$ cat config.mk
export PLATFORM = sky130hd
export DESIGN_NAME = pvs_cfg_regs
export DESIGN_NICKNAME = d
export VERILOG_FILES = /design/src/design/polynomial_value_and_slope_unit_assert.svh /design/src/design/pvs_pkg.sv /design/src/design/pvs_cfg_regs.sv
export SDC_FILE = /design/constraint.sdc
export NUM_CORES = 1
export LEC_CHECK = 0
export ABC_AREA = 1
export BUFFER_PORTS_ARGS = -buffer_cell sky130_fd_sc_hd__buf_2
export CORE_AREA = 2 2 185 187
export CTS_CLUSTER_DIAMETER = 40
export CTS_CLUSTER_SIZE = 10
export DETAILED_ROUTE_END_ITERATION = 10
export DIE_AREA = 0 0 187 189
export PLACE_DENSITY = 0.79
export SLEW_MARGIN = 15
export SYNTH_ARGS = -nofsm -noshare
export SYNTH_HDL_FRONTEND = slang
export SYNTH_SLANG_ARGS = --single-unit
$ cat constraint.sdc
create_clock -name clk -period 3.11 [get_ports clk]
set_clock_uncertainty 0.2 [all_clocks]
set_input_delay 0.1555 -clock clk [delete_from_list [all_inputs] [get_ports clk]]
set_output_delay 0.1555 -clock clk [all_outputs]
set_load 0.1 [all_outputs]
$ cat src/design/polynomial_value_and_slope_unit_assert.svh
// Assertion macros shared by the polynomial value and slope unit RTL.
`ifndef POLYNOMIAL_VALUE_AND_SLOPE_UNIT_ASSERT_SVH
`define POLYNOMIAL_VALUE_AND_SLOPE_UNIT_ASSERT_SVH

// Clocked check on clk, off while rst is high.
`define PVS_ASSERT(lbl, prop, msg) \
  lbl: assert property (@(posedge clk) disable iff (rst) prop) else $error(msg);

// Same, written as condition and consequence.
`define PVS_ASSERT_IMPLY(lbl, pre, post, msg) \
  `PVS_ASSERT(lbl, (pre) |-> (post), msg)

`endif

$ cat src/design/pvs_pkg.sv
// Shared constants, types and register codes of the polynomial value and slope unit.
`default_nettype none

package pvs_pkg;

  localparam int MAX_TERMS = 6;
  localparam int COEF_REGS = 6;
  localparam int STEPS     = MAX_TERMS - 1;

  localparam int SAMPLE_W  = 32;
  localparam int FRAC_W    = 16;
  localparam int VAL_W     = 48;
  localparam int ACTIVE_W  = 3;
  localparam int TERM_W    = $clog2(MAX_TERMS + 1);
  localparam int SCOEF_W   = SAMPLE_W + $clog2(MAX_TERMS);

  localparam int APB_DW    = 32;
  localparam int REG_IDX_W = 3;
  localparam int PADDR_W   = REG_IDX_W + 2;

  localparam logic [ACTIVE_W-1:0] ACTIVE_TERMS_RESET = ACTIVE_W'(MAX_TERMS);

  localparam logic signed [VAL_W-1:0] Q48_MAX = {1'b0, {(VAL_W-1){1'b1}}};
  localparam logic signed [VAL_W-1:0] Q48_MIN = {1'b1, {(VAL_W-1){1'b0}}};

  typedef enum logic [REG_IDX_W-1:0] {
    REG_ACTIVE_TERMS = 3'd0,
    REG_COEF_0       = 3'd1,
    REG_COEF_1       = 3'd2,
    REG_COEF_2       = 3'd3,
    REG_COEF_3       = 3'd4,
    REG_COEF_4       = 3'd5,
    REG_COEF_5       = 3'd6
  } pvs_reg_t;

  // Per-item payload carried down the Horner pipeline.
  typedef struct packed {
    logic [SAMPLE_W-1:0]     s_mag;
    logic                    s_neg;
    logic                    ovf;
    logic signed [VAL_W-1:0] val;
    logic signed [VAL_W-1:0] slope;
  } pvs_data_t;

  typedef struct packed {
    logic      valid;
    pvs_data_t data;
  } pvs_stage_t;

endpackage

`default_nettype wire

$ cat src/design/pvs_cfg_regs.sv
// APB register file: term count and coefficients, plus derived slope coefficients.
`default_nettype none

module pvs_cfg_regs import pvs_pkg::*; (
  input  logic                       clk,
  input  logic                       rst,
  input  logic                       psel,
  input  logic                       penable,
  input  logic                       pwrite,
  input  logic [PADDR_W-1:0]         paddr,
  input  logic [APB_DW-1:0]          pwdata,
  output logic [APB_DW-1:0]          prdata,
  output logic                       pready,
  output logic [TERM_W-1:0]          n_terms,
  output logic signed [SAMPLE_W-1:0] coef [MAX_TERMS],
  output logic signed [SCOEF_W-1:0]  scaled [MAX_TERMS]
);

  logic [ACTIVE_W-1:0]  active_terms;
  logic [REG_IDX_W-1:0] reg_idx;
  logic                 wr;

  assign pready  = 1'b1;
  assign reg_idx = paddr[PADDR_W-1:2];
  assign wr      = psel & penable & pwrite;

  always_ff @(posedge clk) begin
    if (rst) begin
      active_terms <= ACTIVE_TERMS_RESET;
      for (int j = 0; j < MAX_TERMS; j++) begin
        coef[j] <= '0;
      end
    end else if (wr) begin
      case (pvs_reg_t'(reg_idx))
        REG_ACTIVE_TERMS: begin
          active_terms <= pwdata[ACTIVE_W-1:0];
        end
        default: begin
          for (int j = 0; j < MAX_TERMS; j++) begin
            if (j < COEF_REGS &&
                reg_idx == REG_IDX_W'(REG_COEF_0) + REG_IDX_W'(j)) begin
              coef[j] <= pwdata[SAMPLE_W-1:0];
            end
          end
        end
      endcase
    end
  end

  always_comb begin
    prdata = '0;
    case (pvs_reg_t'(reg_idx))
      REG_ACTIVE_TERMS: begin
        prdata = APB_DW'(active_terms);
      end
      default: begin
        for (int j = 0; j < MAX_TERMS; j++) begin
          if (j < COEF_REGS &&
              reg_idx == REG_IDX_W'(REG_COEF_0) + REG_IDX_W'(j)) begin
            prdata = APB_DW'(coef[j]);
          end
        end
      end
    endcase
  end

  // Term counts above the supported maximum clamp to it.
  assign n_terms = (int'(active_terms) > MAX_TERMS) ? TERM_W'(MAX_TERMS)
                                                     : TERM_W'(active_terms);

  // j * c_j feeds the derivative Horner chain; constant multiplies.
  always_comb begin
    for (int j = 0; j < MAX_TERMS; j++) begin
      scaled[j] = SCOEF_W'(coef[j]) * SCOEF_W'(j);
    end
  end

endmodule

`default_nettype wire

Word level (Yosys, flattened, before mapping)
Cells that the tools add are included.

$add $sub $neg: 0. Multipliers: 2. Divide/modulo/power cells: 0. $lt $le $gt $ge: 1. Equal/unequal tests: 6. Shift-type cells: 0. Muxes and demuxes: 8. Bitwise gates (word level): 3. Reduce and logical (&&, ||, !) cells: 8.

Operators by type and width (number): 32-bit two-way mux (7); 32-bit by 3-bit multiplier with 35-bit output, second input constant (1); 32-bit by 4-bit multiplier with 35-bit output, second input constant (1); 3-bit AND reduction (6); 3-bit == test, second input constant (3); 3-bit by 2-bit == test with 1-bit output, second input constant (2); 3-bit by 1-bit == test with 1-bit output, second input constant (1); 3-bit greater-than comparator, second input constant (1); 3-bit zero test (1); 3-bit two-way mux (1); 1-bit AND (2); 2-bit AND reduction (1); 1-bit inverter (1).

Bits in registers: 195. Latch bits: 0. RAM bits: 0. Memory bits (read-only): 0. Bits of input ports: 42. Output and inout bits: 438. Logic and storage cells: 35. Memories kept: 0.

Logic depth before layout (Yosys ltp)
Gate-level depths: netlist of run 1.

Word-level depth: 8. Gate-level depth with buffers: 13.

Least setup slack after synthesis of run 1
OpenSTA, ideal clock, no wires.

Path type: flip-flop to output port. Start: register coef[66] in the netlist's numbering. End: output scaled[88] in the netlist's numbering. Arrival: 3951 ps. Data required time: 2754 ps. Slack: -1197 ps. Stages on the path, launching flop included: 11. Cells stage by stage: dfxtp_1 -> ha_1 -> ha_1 -> fa_1 -> nand2_1 -> nand2_1 -> nand3_1 -> nand2_1 -> nand2_1 -> nand2_1 -> xor2_1.

RTL lines: start, declared (RTL line pvs_cfg_regs.sv:15) `output logic signed [SAMPLE_W-1:0] coef [MAX_TERMS],`; start signal, assigned by index (RTL line pvs_cfg_regs.sv:42) `coef[j] <= pwdata[SAMPLE_W-1:0];`; end, declared (RTL line pvs_cfg_regs.sv:16) `output logic signed [SCOEF_W-1:0] scaled [MAX_TERMS]`.

==> results.json, run 1 <==
{
  "end_kind": "output pin",
  "synth.largest_area_cell": "dfxtp_1",
  "synthArstFlopShare_pct": 0,
  "place_hpwl_um": 45800,
  "syn_inst": 2428,
  "final_layout_size_suffix_gt1_share_pct": 29.4,
  "synth.avg_cell_area_um2": 6.08,
  "synth.yosys.seq_area_share_pct": 26.4,
  "intPower_uw": 3990,
  "slew_headroom_pct": 25.3,
  "seq_power_share_pct": 40.7,
  "required_ps": 2750,
  "hold_violations": 0,
  "drv_cap": 0,
  "grt_max_degree": 147,
  "switching_share_pct": 36.8,
  "clkLatencyLatePin_ps": 440,
  "ys.warnings.count": 0,
  "status": "finished clean",
  "cts_buffers": 17,
  "wl_per_cell_um": 18.8,
  "setup_tns_ps": 0,
  "arrival_ps": 2660,
  "io_pins": 480,
  "initial_core_util_pct": 44.4,
  "timing.final.ws_setup_ps": 91.4,
  "setup_viol": 0,
  "power.share.clock_pct": 35.1,
  "ys.flop_type": "dfxtp_1",
  "cts-root-buf": "clkbuf_16",
  "dp.cells": 3163,
  "grt_usage_pct": 33.2,
  "synth_area_leaders": "dfxtp_1 26%, nand2_1 18%, nor2_1 12%",
  "cts_tree": "done",
  "dp_slack_ps": 153,
  "cts.sinks": 195,
  "area_delta_synth_final_pct": 36.7,
  "antenna_found_initial": 0,
  "via_per_inst": 5.22,
  "nets": 2943,
  "wl_um": 61000,
  "ys_seq_elements": 195,
  "p_per_area_nw_per_um2": 313,
  "yosysUniqueCellTypes": 27,
  "peakVddDrop_uv": 391,
  "overflow": 0,
  "grt_setup_unrepaired": "true",
  "clockBufferDepth": 2,
  "num_rows": 67,
  "core_area_um2": 33300,
  "period_needed_ps": 3020,
  "clk_transition_reported_paths_ps": 70,
  "hold_class": "in2reg",
  "die-area_um2": 35300,
  "grt_pass1_vias": 15900,
  "grt_pass1_wl_um": 91200,
  "maxSlewViolCount": 0,
  "synth-edff-count": 0,
  "final_area_um2": 20200,
  "io_buffers": 438,
  "critPathMaxFanout": 5,
  "cp-start-kind": "register",
  "finalWeightedCongestion": 0.973,
  "p_leak_uw": 0.0115,
  "die_h_um": 189,
  "synth_top_area_share_pct": 26.4,
  "nFillCells": 3069,
  "path_class": "reg2out",
  "worst_slew_pin_slew_ps": 1110,
  "antenna_left": 0,
  "vias": 16900,
  "drcViolationCount": 0,
  "place_area_um2": 18300,
  "drtPass1Iterations": 8,
  "die_w_um": 187,
  "comb_power_share_pct": 24.3,
  "drtIter0Drc": 1456,
  "max_freq_mhz": 331,
  "htree_levels": 4,
  "finalCritPeriodShare_pct": 97.1,
  "postLayoutCoreUtil_pct": 60.7,
  "layout.cells.non_filler": 3241,
  "synth_area_um2": 14800,
  "netSwitchingPower_uw": 2320
}
layer usage:
metal	share of wire (%)	GRT usage (%)
met3	8.2	4.91
met1	41	42.5
met4	3.4	11.4
met5	0	0
met2	47	56.9
power groups by stage:
stage	Combinational (uW)	Sequential [uW]	Clock [uW]
global placement	1460	2630	0
CTS	1500	2570	2220
global route	1580	2570	2320
floorplan	922	2840	0
finish	1530	2570	2210
detailed placement	1460	2630	0
repair_timing:
item,CTS,global route
endpoints found under the setup margin,50,43
hold endpoints to repair,195,0
buffers inserted,0,9
resized for setup,71,131
hold buffers,33,0
pin swaps,1,18
Yosys cell counts, drive strengths merged, types with 9 or more instances:
cell	instances
dfxtp	195
xor2	28
inv	283
nand3	66
o21ai	195
nor3	9
nand4	41
ha	123
buf	171
nor2	463
a21oi	71
clkbuf	53
or2	28
nand2	690
cell families after synthesis:
family	Yosys count	share of synthesized area, %
AO/OA/AOI/OAI	270	9.22
adder cells (fa/ha/maj)	125	10.7
AND/OR/NAND/NOR	1300	35.0
buffers and inverters	507	16.9
other	2	0.0508
flip-flops	195	26.4
XOR/XNOR	29	1.72
worst paths after layout:
check                    startpoint                            to  slack, ps  cells past startpoint
max           coef[70]$_SDFFE_PP0P_                    scaled[95]         90                     12
min                        paddr[3]  active_terms[2]$_SDFFE_PP1P_         20                      6
max reg2reg   coef[13]$_SDFFE_PP0P_         coef[13]$_SDFFE_PP0P_       2040                      3
min reg2reg  coef[126]$_SDFFE_PP0P_        coef[126]$_SDFFE_PP0P_        340                      2
cell usage in the layout, fill, tap and decap left out, types with 2 or more instances in the layout:
cell type and instances:
dfxtp_2 45, or2_2 28, xor2_2 11, clkbuf_16 17, nor3_2 6, and2_1 3, clkinv_4 3, nand4_1 41
a21oi_1 61, nand2_4 10, clkinvlp_4 3, inv_8 2, inv_1 279, nor3_4 2, nand3_4 4, ha_2 12
a21oi_2 10, ha_1 78, conb_1 39, nand3_1 50, inv_6 3, fa_2 2, inv_2 2, buf_4 45
buf_12 79, buf_2 357, dfxtp_4 19, ha_4 33, nor2_2 24, nand3_2 12, nor2_4 5, nand2_2 60
dlygate4sd3_1 33, diode_2 4, nor2_1 434, xor2_4 17, nand2_1 620, o21ai_0 195, dfxtp_1 131
registers in the layout, summed over array words and instances, names as in the netlist:
register,count
coef,192
active_terms,3
cell type report:
| type | instances | area, um2 | share of cell area (%) |
|---|---|---|---|
| Tap cell | 448 | 561 | 2.78 |
| Sequential cell | 195 | 4030 | 20.0 |
| Antenna cell | 4 | 10.0 | 0.0496 |
| Inverter | 283 | 1060 | 5.27 |
| Timing Repair Buffer | 516 | 4060 | 20.1 |
| Multi-Input combinational cell | 1763 | 9870 | 48.9 |
| Clock buffer | 18 | 439 | 2.17 |
| Clock inverter | 14 | 149 | 0.737 |
critical path, cell delays in order, from the launching register on:
cell and delay [ps]:
dfxtp_4 380, ha_1 330, ha_4 250, nand2_1 160, inv_1 80, a21oi_1 200, nand2_2 110, nand2_2 110
nand2_4 90, nand2_1 100, nand3_1 90, nand2_2 130, buf_12 180
metrics by stage:
stage / hold WS, ps / total power, uW
6_report: 16.7 / 6310
5_1_grt: 68.4 / 6460
4_1_cts: 2.99 / 6300
3_5_place_dp: 265 / 4090
3_3_place_gp: 259 / 4090
2_1_floorplan: 81.8 / 3760
Power figures use the tool's default switching activity.
==> inputs of run 2 (changes only) <==
--- a/config.mk
+++ b/config.mk
@@ -5,14 +5,13 @@
 export SDC_FILE = /design/constraint.sdc
 export NUM_CORES = 1
 export LEC_CHECK = 0
-export ABC_AREA = 1
 export BUFFER_PORTS_ARGS = -buffer_cell sky130_fd_sc_hd__buf_2
-export CORE_AREA = 2 2 185 187
+export CORE_AREA = 2 2 186 188
 export CTS_CLUSTER_DIAMETER = 40
 export CTS_CLUSTER_SIZE = 10
 export DETAILED_ROUTE_END_ITERATION = 10
-export DIE_AREA = 0 0 187 189
-export PLACE_DENSITY = 0.79
+export DIE_AREA = 0 0 188 190
+export PLACE_DENSITY = 0.74
 export SLEW_MARGIN = 15
 export SYNTH_ARGS = -nofsm -noshare
 export SYNTH_HDL_FRONTEND = slang
==> constraint.sdc (replaced) <==
create_clock -name clk -period 3.3 [get_ports clk]
set_clock_uncertainty 0.2 [all_clocks]
set_input_delay 0.165 -clock clk [delete_from_list [all_inputs] [get_ports clk]]
set_output_delay 0.165 -clock clk [all_outputs]
set_load 0.1 [all_outputs]
==> results.json, run 2 <==
{
  "intPower_uw": 3910,
  "seq_power_share_pct": 38.9,
  "status": "complete, but fails checks",
  "layout_common_cells": "426 x nand2_1, 356 x buf_2, 256 x a21oi_1",
  "postLayoutCoreUtil_pct": 59.0,
  "initial_core_util_pct": 39.1,
  "synth.avg_cell_area_um2": 7.35,
  "synthArstFlopShare_pct": 0,
  "ys.warnings.count": 0,
  "cp-start-kind": "register",
  "synthXorXnorAreaFrac_pct": 3.83,
  "yosys-top-cells-count": "429 x nand2_1, 275 x a21oi_1, 195 x dfxtp_1",
  "cpLargestDelayFamily": "compound AO/OA/AOI/OAI gates",
  "cp_num_buf_inv": 2,
  "slew_headroom_pct": 52.7,
  "die_w_um": 188,
  "synth-edff-count": 0,
  "final_common_cell": "nand2_1",
  "post-synth-top-count-cell": "nand2_1",
  "top_register": "coef",
  "netSwitchingPower_uw": 2140,
  "clkLatencyLatePin_ps": 430,
  "arrival_ps": 3640,
  "grt_pass1_wl_um": 79900,
  "cts_tree": "done",
  "area_delta_synth_final_pct": 51.0,
  "io_buffers": 438,
  "rrSetupSlack_ps": 2270,
  "peakVddDrop_uv": 322,
  "synth_top_area_share_pct": 29.4,
  "wl_um": 53600,
  "violations": "setup timing",
  "htree_levels": 4,
  "dp.cells": 2570,
  "place_hpwl_um": 40500,
  "antenna_left": 0,
  "grt_setup_unrepaired": "true",
  "reg_top3": "coef (192), active_terms (3)",
  "cp.depth": 14,
  "ys_seq_elements": 195,
  "overflow": 0,
  "period_needed_ps": 4010,
  "synth_compound_area_share_pct": 21.9,
  "finalWeightedCongestion": 0.968,
  "timing.critical_path.to": "scaled[33]",
  "die-area_um2": 35700,
  "synth.yosys.seq_area_share_pct": 29.4,
  "synth.largest_area_cell": "dfxtp_1",
  "max_freq_mhz": 250,
  "synth_area_um2": 13300,
  "timing.final.ws_setup_ps": -707,
  "clockBufferDepth": 2,
  "ys.flop_type": "dfxtp_1",
  "grt_pass1_vias": 13600,
  "hold_violations": 0,
  "via_per_inst": 5.43,
  "core_area_um2": 33900,
  "path_class": "reg2out",
  "finalCritPeriodShare_pct": 121,
  "vias": 14500,
  "largest_reg_flops": 192,
  "antenna_cells": 0,
  "end_kind": "output pin",
  "finalPower_uw": 6050,
  "cts-root-buf": "clkbuf_16",
  "critPathLaunch": "coef[3]$_SDFFE_PP0P_",
  "drtIter0Drc": 932,
  "num_rows": 68,
  "critPathSlowestCell": "dfxtp_4",
  "hold_class": "in2reg",
  "grt_max_degree": 87,
  "dp_slack_ps": -282,
  "cts.sinks": 195,
  "power.share.clock_pct": 36.2,
  "cpMostUsedCell": "ha_4",
  "synth-simple-area-share_pct": 17.9,
  "switching_share_pct": 35.4,
  "yosysUniqueCellTypes": 58,
  "final_layout_size_suffix_gt1_share_pct": 39.1,
  "drtPass1Iterations": 8,
  "comb_power_share_pct": 24.9,
  "synth_top_family_by_area": "compound AO/OA/AOI/OAI gates",
  "worst_slew_pin_slew_ps": 709,
  "critPathMaxFanout": 3,
  "synth_fa_ha_area_share_pct": 11.9,
  "die_h_um": 190,
  "io_pins": 480,
  "r2r_cells": 3,
  "grt_usage_pct": 28.8,
  "reg2reg_to": "coef[64]$_SDFFE_PP0P_",
  "wl_per_cell_um": 20.1,
  "maxSlewViolCount": 0,
  "critPathMaxStageDelay_ps": 370,
  "required_ps": 2930,
  "p_per_area_nw_per_um2": 302,
  "drcViolationCount": 0,
  "nets": 2364,
  "nFillCells": 2919,
  "synthMuxAreaShare_pct": 2.44,
  "synth_area_leaders": "dfxtp_1 29%, nand2_1 12%, ha_1 12%",
  "cp_cell_sequence": "ha_4 > ha_4 > fa_2 > a211oi_2 > o21ai_2 > o22ai_2 > a211oi_1 > o31ai_1 > buf_4 > nand3_1 > a31o_2 > a21oi_4 > xnor2_4 > buf_12",
  "cts_buffers": 17,
  "antenna_found_initial": 0,
  "p_leak_uw": 0.00923,
  "drv_cap": 0,
  "reg2reg_from": "coef[64]$_SDFFE_PP0P_",
  "clk_transition_reported_paths_ps": 80,
  "syn_inst": 1807,
  "layout.cells.non_filler": 2665,
  "setup_viol": 41
}
## run 2: per-layer routing
metal	wire length [um]	global-route usage (%)	vias up
met5	0	0	-
li1	-	-	6749
met1	19400	32.3	6777
met2	27900	53.1	806
met3	4020	5.24	131
met4	2370	12.7	0
## run 2: cell families (layout without fill, tap and decap cells)
family,Yosys count,in the layout
AND/OR/NAND/NOR,600,600
AO/OA/AOI/OAI,495,495
buffers and inverters,300,666
flip-flops,195,195
adder cells (fa/ha/maj),125,125
XOR/XNOR,58,58
multiplexers,32,32
other,2,39
## run 2: how the worst min path moves through the flow
stage | from | end | slack [ps] | cells after the start
detailed placement | coef[160]$_SDFFE_PP0P_ | coef[160]$_SDFFE_PP0P_ | 260 | 2
floorplan | pwdata[0] | coef[64]$_SDFFE_PP0P_ | 90 | 2
global route | penable | active_terms[0]$_SDFFE_PP0P_ | 90 | 4
global placement | coef[160]$_SDFFE_PP0P_ | coef[160]$_SDFFE_PP0P_ | 260 | 2
CTS | penable | active_terms[0]$_SDFFE_PP0P_ | 70 | 4
finish | penable | active_terms[0]$_SDFFE_PP0P_ | 110 | 4
## run 2: power groups by stage
stage | Clock, uW | Combinational, uW | Sequential [uW]
floorplan | 0 | 960 | 2530
global placement | 0 | 1460 | 2410
detailed placement | 0 | 1460 | 2410
CTS | 2230 | 1500 | 2350
global route | 2320 | 1550 | 2360
finish | 2190 | 1510 | 2350
## run 2: timing repair
item | 4_1_cts | 5_1_grt
endpoints found under the hold margin | 193 | 0
hold buffers | 34 | 0
endpoints found under the setup margin | 49 | 49
pin swaps | 46 | 39
buffers inserted | 20 | 18
resized for setup | 66 | 51
## run 2: layout make-up
| cell class | instances | area, um2 | area share (%) |
|---|---|---|---|
| Inverter | 41 | 154 | 0.768 |
| Timing Repair Buffer | 593 | 4680 | 23.4 |
| Multi-Input combinational cell | 1349 | 9920 | 49.5 |
| Sequential cell | 195 | 4110 | 20.5 |
| Clock inverter | 9 | 118 | 0.587 |
| Tap cell | 455 | 569 | 2.84 |
| Clock buffer | 23 | 490 | 2.45 |
## run 2: worst min-delay path: cells and delay by family
kind | cells | cell delay (ps)
AND/OR/NAND/NOR | 2 | 370
buffers and inverters | 1 | 110
AO/OA/AOI/OAI | 1 | 50
## run 2: stage by stage
step	hold slack, ps	area (um2)	setup TNS (ps)
after floorplan	90.6	15300	-5660
after global placement	255	18300	-371
after detailed placement	260	18300	-1110
after CTS	70.1	19700	-13120
after global routing	87.0	20000	-18150
final	105	20000	-12930
